[config.mk]
export PLATFORM = sky130hd
export DESIGN_NAME = chse_ctrl
export DESIGN_NICKNAME = d
export VERILOG_FILES = /design/src/design/chse_pkg.sv /design/src/design/chse_ctrl.sv
export SDC_FILE = /design/constraint.sdc
export NUM_CORES = 1
export LEC_CHECK = 0
export BUFFER_PORTS_ARGS = -buffer_cell sky130_fd_sc_hd__buf_4
export CAP_MARGIN = 30
export CORE_AREA = 2 2 76 78
export CTS_CLUSTER_DIAMETER = 100
export DETAILED_ROUTE_END_ITERATION = 8
export DIE_AREA = 0 0 78 80
export PLACE_DENSITY = 0.74
export SKIP_LAST_GASP = 1
export SYNTH_ARGS = -nofsm -noshare
export SYNTH_HDL_FRONTEND = slang
export SYNTH_SLANG_ARGS = --single-unit
[constraint.sdc]
create_clock -name clock -period 3 [get_ports clock]
set_clock_uncertainty 0.05 [all_clocks]
set_input_delay 0.6 -clock clock [delete_from_list [all_inputs] [get_ports clock]]
set_output_delay 0.6 -clock clock [all_outputs]
set_load 0.01 [all_outputs]
[src/design/chse_pkg.sv]
// Shared types and constants for the cubic Hermite spline evaluator.
`default_nettype none
package chse_pkg;
   localparam int MAX_KNOTS = 64;
   localparam int KNOT_AW   = $clog2(MAX_KNOTS);
   localparam int CNT_W     = 7;
   localparam int TIME_W    = 32;
   localparam int VAL_W     = 32;
   localparam int WORD_W    = TIME_W + 2 * VAL_W + 1;
   localparam int Q_W       = 31;
   localparam int DIV_CNT_W = 5;
   localparam int DIV_LAST  = Q_W - 1;
   localparam int MUL_W     = 36;
   localparam int PROD_W    = 2 * MUL_W;
   localparam int ACC_W     = 54;
   localparam int REQ_DATA_W = 136;
   localparam int RSP_DATA_W = 40;

   typedef enum logic [1:0] {
      ST_OK     = 2'd0,
      ST_BEFORE = 2'd1,
      ST_PAST   = 2'd2,
      ST_ZERO   = 2'd3
   } status_type;

   typedef enum logic [2:0] {
      MUL_SS, MUL_S2S, MUL_PH, MUL_M0G0, MUL_A0D, MUL_M1G1, MUL_A1D
   } mul_sel_type;

   typedef enum logic [2:0] {
      S_IDLE, S_START, S_SCAN, S_CHECK, S_DIV, S_MUL, S_RESP
   } ctrl_state_type;

   typedef struct packed {
      logic                 load_req;
      logic                 mem_wr;
      logic                 mem_rd;
      logic [KNOT_AW-1:0]   rd_addr;
      logic                 shift;
      logic                 div_init;
      logic                 div_step;
      logic                 mul_en;
      logic                 take_en;
      mul_sel_type          mul_sel;
      logic                 rsp_load;
      status_type           rsp_status;
      logic                 rsp_use_value;
      logic [KNOT_AW-1:0]   rsp_seg;
   } dp_cmd_type;

   typedef struct packed {
      logic                 is_write;
      logic [KNOT_AW-1:0]   wr_index;
      logic                 q_lt;
      logic                 q_eq;
      logic                 zero_len;
   } dp_stat_type;
endpackage
`default_nettype wire

[src/design/chse_ctrl.sv]
// Controller state machine: knot search, divider and multiply sequencing.
`default_nettype none
module chse_ctrl import chse_pkg::*; (
   input  wire logic             clock,
   input  wire logic             reset,
   input  wire logic             csr_wr_en,
   input  wire logic [CNT_W-1:0] csr_wr_data,
   input  wire logic             req_tvalid,
   output logic                  req_tready,
   output logic                  rsp_tvalid,
   input  wire logic             rsp_tready,
   output dp_cmd_type            cmd,
   input  wire dp_stat_type      stat
);
   ctrl_state_type       state_ff, state_in;
   logic [CNT_W-1:0]     knot_count_ff;
   logic [KNOT_AW-1:0]   rd_idx_ff, rd_idx_in;
   logic [DIV_CNT_W-1:0] div_cnt_ff, div_cnt_in;
   mul_sel_type          step_ff, step_in;
   logic                 phase_ff, phase_in;
   logic [KNOT_AW-1:0]   seg_ff, seg_in;
   status_type           status_ff, status_in;
   logic                 use_val_ff, use_val_in;
   logic                 rsp_valid_ff, rsp_valid_in;
   logic [KNOT_AW-1:0]   last_idx;
   logic                 out_free;

   always_comb begin
      priority if (knot_count_ff < CNT_W'(2)) begin
         last_idx = KNOT_AW'(1);
      end else if (knot_count_ff > CNT_W'(MAX_KNOTS)) begin
         last_idx = KNOT_AW'(MAX_KNOTS - 1);
      end else begin
         last_idx = KNOT_AW'(knot_count_ff - CNT_W'(1));
      end
   end

   assign out_free = !rsp_valid_ff || rsp_tready;

   // Next state and sequencing counters.
   always_comb begin
      state_in   = state_ff;
      rd_idx_in  = rd_idx_ff;
      div_cnt_in = div_cnt_ff;
      step_in    = step_ff;
      phase_in   = phase_ff;
      seg_in     = seg_ff;
      status_in  = status_ff;
      use_val_in = use_val_ff;
      unique case (state_ff)
         S_IDLE: begin
            if (req_tvalid) begin
               state_in = S_START;
            end
         end
         S_START: begin
            rd_idx_in = '0;
            if (stat.is_write) begin
               seg_in     = stat.wr_index;
               status_in  = ST_OK;
               use_val_in = 1'b0;
               state_in   = S_RESP;
            end else begin
               state_in = S_SCAN;
            end
         end
         S_SCAN: begin
            use_val_in = 1'b0;
            priority if (rd_idx_ff == '0) begin
               if (stat.q_lt) begin
                  seg_in    = '0;
                  status_in = ST_BEFORE;
                  state_in  = S_RESP;
               end else begin
                  rd_idx_in = rd_idx_ff + KNOT_AW'(1);
               end
            end else if (stat.q_lt) begin
               seg_in   = rd_idx_ff;
               state_in = S_CHECK;
            end else if (rd_idx_ff == last_idx) begin
               seg_in = last_idx;
               if (stat.q_eq) begin
                  state_in = S_CHECK;
               end else begin
                  status_in = ST_PAST;
                  state_in  = S_RESP;
               end
            end else begin
               rd_idx_in = rd_idx_ff + KNOT_AW'(1);
            end
         end
         S_CHECK: begin
            div_cnt_in = '0;
            if (stat.zero_len) begin
               status_in = ST_ZERO;
               state_in  = S_RESP;
            end else begin
               state_in = S_DIV;
            end
         end
         S_DIV: begin
            div_cnt_in = div_cnt_ff + DIV_CNT_W'(1);
            if (div_cnt_ff == DIV_CNT_W'(DIV_LAST)) begin
               step_in  = MUL_SS;
               phase_in = 1'b0;
               state_in = S_MUL;
            end
         end
         S_MUL: begin
            phase_in = !phase_ff;
            if (phase_ff) begin
               if (step_ff == MUL_A1D) begin
                  status_in  = ST_OK;
                  use_val_in = 1'b1;
                  state_in   = S_RESP;
               end else begin
                  step_in = mul_sel_type'(step_ff + 3'd1);
               end
            end
         end
         S_RESP: begin
            if (out_free) begin
               state_in = S_IDLE;
            end
         end
         default: state_in = S_IDLE;
      endcase
   end

   // Datapath commands.
   always_comb begin
      cmd               = '0;
      cmd.mul_sel       = step_ff;
      cmd.rsp_status    = status_ff;
      cmd.rsp_use_value = use_val_ff;
      cmd.rsp_seg       = seg_ff;
      req_tready        = 1'b0;
      unique case (state_ff)
         S_IDLE: begin
            req_tready   = 1'b1;
            cmd.load_req = req_tvalid;
         end
         S_START: begin
            cmd.mem_wr  = stat.is_write;
            cmd.mem_rd  = !stat.is_write;
            cmd.rd_addr = '0;
         end
         S_SCAN: begin
            cmd.shift   = 1'b1;
            cmd.mem_rd  = 1'b1;
            cmd.rd_addr = rd_idx_ff + KNOT_AW'(1);
         end
         S_CHECK: cmd.div_init = 1'b1;
         S_DIV:   cmd.div_step = 1'b1;
         S_MUL: begin
            cmd.mul_en  = !phase_ff;
            cmd.take_en = phase_ff;
         end
         S_RESP:  cmd.rsp_load = out_free;
         default: cmd = '0;
      endcase
   end

   always_comb begin
      rsp_valid_in = rsp_valid_ff;
      if (rsp_tready) begin
         rsp_valid_in = 1'b0;
      end
      if (cmd.rsp_load) begin
         rsp_valid_in = 1'b1;
      end
   end

   assign rsp_tvalid = rsp_valid_ff;

   always_ff @(posedge clock) begin
      if (reset) begin
         state_ff      <= S_IDLE;
         knot_count_ff <= CNT_W'(2);
         rsp_valid_ff  <= 1'b0;
         rd_idx_ff     <= '0;
         div_cnt_ff    <= '0;
         step_ff       <= MUL_SS;
         phase_ff      <= 1'b0;
         seg_ff        <= '0;
         status_ff     <= ST_OK;
         use_val_ff    <= 1'b0;
      end else begin
         state_ff     <= state_in;
         rsp_valid_ff <= rsp_valid_in;
         rd_idx_ff    <= rd_idx_in;
         div_cnt_ff   <= div_cnt_in;
         step_ff      <= step_in;
         phase_ff     <= phase_in;
         seg_ff       <= seg_in;
         status_ff    <= status_in;
         use_val_ff   <= use_val_in;
         if (csr_wr_en) begin
            knot_count_ff <= csr_wr_data;
         end
      end
   end
endmodule
`default_nettype wire

==> results_dict.tcl, run 1 <==
set metrics [dict create \
    ir_drop_uv 419 \
    num_rows 27 \
    final_number_of_max_transition_violations 0 \
    status "finished, final reports clean" \
    synth_seq_cells 35 \
    hold_end "seg_ff[5]" \
    hpwl_detailed_um 5200 \
    cts_hold_buffers 0 \
    finish.instance_area_um2 3110 \
    timing.max_slew.rel_slack_pct 58.1 \
    post_synth_inst_count 345 \
    period_needed_ps 2850 \
    number_of_global_route_vias_before_repair 2389 \
    r2r_start "knot_count_ff[1]" \
    drt.antenna.violating_nets 0 \
    routed_wl_um 7090 \
    post-route-drc-count 0 \
    worst_hold_slack_ps 430 \
    initial_antenna_violation_count 0 \
    synth.cell_area_um2 2600 \
    avgViaCountPerCell 5.97 \
    placement.cell_area_um2 2990 \
    placedCellCount 445 \
    worst_setup_path_end_kind "flop" \
    grt_pass1_wl_um 11600 \
    htreeDepth 2 \
    total_cts_buffers 5 \
    syn-mean-instance-area_um2 7.53 \
    dpl_worst_slack_ps 205 \
    effective_utilization_at_floorplan_pct 48.0 \
    cp.required_ps 3170 \
    fin_nets 409 \
    num_antenna_cells 0 \
    startpoint_type "flop" \
    floorplan.io_pins 51 \
    num_vias 2705 \
    p_per_area_nw_per_um2 590 \
    area_growth_pct 20.0 \
    synth_top_cell_area_share_pct 27.0 \
    placement.io_buffers 50 \
    postSynth.asyncResetShare_pct 0 \
    r2r-end "rd_idx_ff[1]" \
    grt_max_degree 41 \
    cts_num_sinks 35 \
    cts_root_buf "sky130_fd_sc_hd__clkbuf_8" \
    syn_nets 374 \
    hold_path.class "flop to flop" \
    synthDominantAreaCellType "sky130_fd_sc_hd__dfxtp_1" \
    clock_tree.buffer_depth 2 \
    die_area_um2 6240 \
    postLayoutSetupSlackWorst_ps 152 \
    path_max_fanout 9 \
    ys_warn_count 0 \
    synth_area_leaders "sky130_fd_sc_hd__dfxtp_1 (27%), sky130_fd_sc_hd__nor2_1 (6.1%), sky130_fd_sc_hd__a21oi_1 (4.6%)" \
    finalCritPeriodShare_pct 94.9 \
    cts_tree "done" \
    globalplace.congestion 0.905 \
    cp_data_arrival_time_ps 3020 \
    die_w_um 78 \
    synth_edf_count 0 \
    drt-initial-drc-count 391 \
    synth_sequential_area_ratio_pct 27.0 \
    core_um2 5410 \
    finalCoreUtilization_pct 57.6 \
    holdCritStartpoint "seg_ff[5]" \
    wirelength_per_cell_um 15.7 \
    library_cells_used_by_synthesis 58 \
    reg2regPathDepth 9 \
    max_cap_violations 0 \
    clk_pin_slew_worst_paths_ps 80 \
    grt_overflow 0 \
    timing.hold.worst_path_depth 2 \
    die-height_um 80 \
    finalSetupTns_ps 0 \
    total_power_mw 1.84 \
    clock_insertion_delay_worst_skew_ps 290 \
    unrepaired_setup_endpoints_after_global_routing "no" \
    gr-usage-all-layers_pct 23.1 \
    initial_drt_pass_iterations 4 \
    proportion_of_layout_cells_with_a_drive_suffix_above_1_pct 22.3 \
    timing_hold_violations_final 0 \
    crit_type "flop to flop" \
    total_leakage_power_nw 1.23 \
    setup_violations 0 \
    regToRegSetupSlack_ps 150 \
    synth_flop_cell "sky130_fd_sc_hd__dfxtp_1" \
    timing_worst_slew_pin_value_ps 623 \
    fmaxAchievable_ghz 0.351 \
    fin_cells 453 \
]
timing repair:
action / 4_1_cts / 5_1_grt
setup buffers: 0 / 0
endpoints found under the setup margin: 0 / 3
gates resized for setup: 0 / 1
layout make-up:
cell class	count	area, um2
Clock buffer	6	82.6
Timing Repair Buffer	60	450
Clock inverter	2	35.0
Tap cell	72	90.1
Multi-Input combinational cell	260	1690
Fill cell	537	2290
Sequential cell	35	701
Inverter	18	67.6
routing by layer:
metal | up-vias | global-route usage [%] | routed length [um]
li1 | 1304 | - | -
met1 | 1251 | 30.6 | 3150
met2 | 136 | 38.3 | 3300
met3 | 14 | 3.85 | 522
met4 | 0 | 7.37 | 121
met5 | - | 0 | 0
where the power goes:
group	internal, mW	leakage [nW]	switching (mW)
Sequential	0.521	0.285	0.0709
Clock	0.269	0.0612	0.184
Combinational	0.347	0.889	0.444
Total	1.14	1.23	0.699
critical path, stage by stage (launching register included):
cell                        delay (ps)
sky130_fd_sc_hd__dfxtp_1           340
sky130_fd_sc_hd__inv_1              80
sky130_fd_sc_hd__ha_1              190
sky130_fd_sc_hd__or3b_2            520
sky130_fd_sc_hd__xor2_1            180
sky130_fd_sc_hd__a2111oi_0         420
sky130_fd_sc_hd__o311a_1           280
sky130_fd_sc_hd__o211ai_4          150
sky130_fd_sc_hd__a311o_1           400
sky130_fd_sc_hd__a31oi_1           160
flip-flops by register name (all words and copies together), names as in the netlist:
name	flops
div_cnt_ff	5
knot_count_ff	7
phase_ff	1
rd_idx_ff	6
rsp_tvalid	1
seg_ff	6
state_ff	3
status_ff	2
step_ff	3
use_val_ff	1
layout by cell type, fill, tap and decap left out, types with 3 or more instances in the layout:
| cell | n |
|---|---|
| sky130_fd_sc_hd__nand2b_1 | 4 |
| sky130_fd_sc_hd__a21oi_1 | 24 |
| sky130_fd_sc_hd__inv_1 | 17 |
| sky130_fd_sc_hd__nand3_1 | 9 |
| sky130_fd_sc_hd__or3_1 | 6 |
| sky130_fd_sc_hd__dfxtp_1 | 35 |
| sky130_fd_sc_hd__a311o_1 | 3 |
| sky130_fd_sc_hd__mux2i_1 | 9 |
| sky130_fd_sc_hd__mux2_2 | 5 |
| sky130_fd_sc_hd__a211oi_1 | 6 |
| sky130_fd_sc_hd__o31ai_1 | 3 |
| sky130_fd_sc_hd__a31oi_1 | 6 |
| sky130_fd_sc_hd__a41oi_1 | 3 |
| sky130_fd_sc_hd__clkbuf_8 | 6 |
| sky130_fd_sc_hd__nor2b_1 | 11 |
| sky130_fd_sc_hd__o211ai_1 | 4 |
| sky130_fd_sc_hd__xor2_1 | 4 |
| sky130_fd_sc_hd__nor2_1 | 42 |
| sky130_fd_sc_hd__ha_1 | 7 |
| sky130_fd_sc_hd__o21ai_0 | 14 |
| sky130_fd_sc_hd__nand2_1 | 22 |
| sky130_fd_sc_hd__nor3_1 | 15 |
| sky130_fd_sc_hd__a32oi_1 | 4 |
| sky130_fd_sc_hd__and2_1 | 15 |
| sky130_fd_sc_hd__buf_4 | 60 |
| sky130_fd_sc_hd__nand4_1 | 5 |
| sky130_fd_sc_hd__a221oi_1 | 3 |
cells by family after synthesis:
logic type,share of synthesized area [%]
and+or+nand+nor,28.4
AOI/OAI and AO/OA,25.4
buffers and inverters,8.24
DFF,27.0
muxes,5.64
adders and majority gates,3.37
xor gates and xnor gates,2.02
worst max-delay path by stage:
stage,from,to,cells past startpoint
6_report,knot_count_ff[1],rd_idx_ff[1],9
5_1_grt,knot_count_ff[1],rd_idx_ff[1],9
4_1_cts,knot_count_ff[1],rd_idx_ff[1],9
3_5_place_dp,knot_count_ff[1],rd_idx_ff[1],9
3_3_place_gp,knot_count_ff[1],seg_ff[3],9
2_1_floorplan,knot_count_ff[0],rd_idx_ff[1],10
synth_stat cells, types with 5 or more instances:
| library cell | number |
|---|---|
| sky130_fd_sc_hd__nor2_1 | 42 |
| sky130_fd_sc_hd__dfxtp_1 | 35 |
| sky130_fd_sc_hd__a21oi_1 | 24 |
| sky130_fd_sc_hd__nand2_1 | 22 |
| sky130_fd_sc_hd__clkbuf_1 | 20 |
| sky130_fd_sc_hd__inv_1 | 17 |
| sky130_fd_sc_hd__and2_1 | 15 |
| sky130_fd_sc_hd__nor3_1 | 15 |
| sky130_fd_sc_hd__o21ai_0 | 14 |
| sky130_fd_sc_hd__nor2b_1 | 11 |
| sky130_fd_sc_hd__mux2i_1 | 9 |
| sky130_fd_sc_hd__nand3_1 | 9 |
| sky130_fd_sc_hd__a31oi_1 | 7 |
| sky130_fd_sc_hd__ha_1 | 7 |
| sky130_fd_sc_hd__a211oi_1 | 6 |
| sky130_fd_sc_hd__or3_1 | 6 |
| sky130_fd_sc_hd__mux2_2 | 5 |
| sky130_fd_sc_hd__nand4_1 | 5 |
No activity file was read; power rests on OpenSTA's default activity.
==> run 2: changes to the inputs <==
--- a/config.mk
+++ b/config.mk
@@ -12,6 +12,7 @@
 export DETAILED_ROUTE_END_ITERATION = 8
 export DIE_AREA = 0 0 78 80
 export PLACE_DENSITY = 0.74
+export REMOVE_ABC_BUFFERS = 1
 export SKIP_LAST_GASP = 1
 export SYNTH_ARGS = -nofsm -noshare
 export SYNTH_HDL_FRONTEND = slang
==> results_dict.tcl, run 2 (synthesis gave the netlist of run 1 again) <==
set metrics [dict create \
    drt-initial-drc-count 273 \
    cts_setup_buffers 0 \
    core_um2 5410 \
    timing_hold_violations_final 0 \
    most_common_cell_after_layout_fill_and_taps_aside "sky130_fd_sc_hd__buf_4" \
    finalCoreUtilization_pct 57.0 \
    global_route.usage.met1_pct 30.9 \
    cp_data_arrival_time_ps 3000 \
    initial_drt_pass_iterations 5 \
    avgViaCountPerCell 5.96 \
    num_vias 2686 \
    registers.top_by_ff_count "knot_count_ff" \
    grt_pass1_wl_um 11800 \
    fin_nets 407 \
    setup_violations 0 \
    top_regs "knot_count_ff (7), rd_idx_ff (6), seg_ff (6)" \
    crit_type "flop to flop" \
    cts_root_buf "sky130_fd_sc_hd__clkbuf_8" \
    fmaxAchievable_ghz 0.353 \
    r2r-end "rd_idx_ff[5]" \
    multi_input_gate_area_in_the_final_layout_um2 1700 \
    cts_hold_buffers 0 \
    largest_register_ffs 7 \
    post-route-drc-count 0 \
    hold_end "seg_ff[5]" \
    startpoint_type "flop" \
    placement.io_buffers 50 \
    finalSetupTns_ps 0 \
    gr-usage-all-layers_pct 23.6 \
    timing.max_slew.rel_slack_pct 60.3 \
    r2r_start "knot_count_ff[2]" \
    path_max_fanout 9 \
    postLayoutSetupSlackWorst_ps 165 \
    floorplan.io_pins 51 \
    num_rows 27 \
    die_w_um 78 \
    dpl_worst_slack_ps 159 \
    most-common-layout-cells "sky130_fd_sc_hd__buf_4 (58), sky130_fd_sc_hd__nor2_1 (42), sky130_fd_sc_hd__dfxtp_1 (35)" \
    wirelength_per_cell_um 15.5 \
    groute.layer.met2.usage_pct 38.6 \
    hold_path.class "flop to flop" \
    drt.antenna.violating_nets 0 \
    number_of_filler_cells_placed_in_the_layout 527 \
    ir_drop_uv 354 \
    total_leakage_power_nw 1.21 \
    status "finished, final reports clean" \
    number_of_global_route_vias_before_repair 2443 \
    grt-busiest-layer "met2" \
    cts_tree "done" \
    num_antenna_cells 0 \
    max_cap_violations 0 \
    clock_insertion_delay_worst_skew_ps 290 \
    timing.hold.worst_path_depth 2 \
    clk_pin_slew_worst_paths_ps 70 \
    total_cts_buffers 5 \
    final_number_of_max_transition_violations 0 \
    seq_cell_area_um2 701 \
    holdCritStartpoint "seg_ff[5]" \
    regToRegSetupSlack_ps 160 \
    grt_overflow 0 \
    cts_num_sinks 35 \
    proportion_of_layout_cells_with_a_drive_suffix_above_1_pct 22.2 \
    timing_worst_slew_pin_value_ps 589 \
    unrepaired_setup_endpoints_after_global_routing "no" \
    area_growth_pct 18.7 \
    grt_max_degree 41 \
    htreeDepth 2 \
    routed_wl_um 6970 \
    initial_antenna_violation_count 0 \
    cp.required_ps 3160 \
    cts_repair_resize_count 0 \
    groute.layer.met3.usage_pct 4.64 \
    worst_setup_path_end_kind "flop" \
    die_area_um2 6240 \
    effective_utilization_at_floorplan_pct 48.0 \
    globalplace.congestion 0.926 \
    reg2regPathDepth 7 \
    hpwl_detailed_um 5070 \
    finalCritPeriodShare_pct 94.5 \
    period_needed_ps 2840 \
    p_per_area_nw_per_um2 560 \
    clock_tree.buffer_depth 2 \
    die-height_um 80 \
]
==> run 2: cell types whose count changed in the layout (fill, tap and decap cells not counted), sizes merged <==
cell,delta
buf,-2
bufinv,-1
clkinvlp,+1
==> run 2: cell type report <==
type,count,area share [%]
multi-input combinational,260,55.3
clock buffer,6,2.35
clock inverter,2,0.406
inverter,18,2.19
sequential,35,22.7
timing repair buffer,58,14.1
tap,72,2.92
==> run 2: through the flow <==
step,hold slack [ps],cells,power (mW),instance area [um2]
CTS,419,451,1.72,3060
global placement,398,443,1.36,2980
floorplan,380,313,1.07,2450
finish,418,451,1.73,3080
global route,455,451,1.85,3080
detailed placement,408,443,1.37,2980
==> run 2: per-layer routing <==
metal  wire (um)  share of wire (%)  vias up
met5           0                  0        -
met1        3070                 44     1253
met4         113                1.6        0
met2        3240                 46      116
met3         558                8.0       15
li1            -                  -     1302
==> run 2: worst max-delay path by stage <==
stage | from | end | slack, ps
4_1_cts | knot_count_ff[1] | status_ff[0] | 140
3_5_place_dp | knot_count_ff[1] | status_ff[0] | 160
5_1_grt | knot_count_ff[2] | rd_idx_ff[5] | 40
2_1_floorplan | knot_count_ff[0] | rd_idx_ff[5] | 280
3_3_place_gp | knot_count_ff[1] | seg_ff[3] | 280
6_report | knot_count_ff[2] | rd_idx_ff[5] | 160
==> run 2: report_power, final <==
group | leakage (nW) | total [mW] | internal, mW | switching [mW]
combinational | 0.882 | 0.792 | 0.344 | 0.448
sequential | 0.285 | 0.589 | 0.521 | 0.0680
clock | 0.0412 | 0.346 | 0.162 | 0.184
total | 1.21 | 1.73 | 1.03 | 0.699
==> run 2: worst max-delay path: stages, from the launching register on <==
cell and delay [ps]:
sky130_fd_sc_hd__dfxtp_1 370, sky130_fd_sc_hd__or4_1 670, sky130_fd_sc_hd__nor4_4 400, sky130_fd_sc_hd__o311ai_2 180, sky130_fd_sc_hd__a211oi_4 310, sky130_fd_sc_hd__o211ai_4 190
sky130_fd_sc_hd__a311o_1 390, sky130_fd_sc_hd__a31oi_1 190
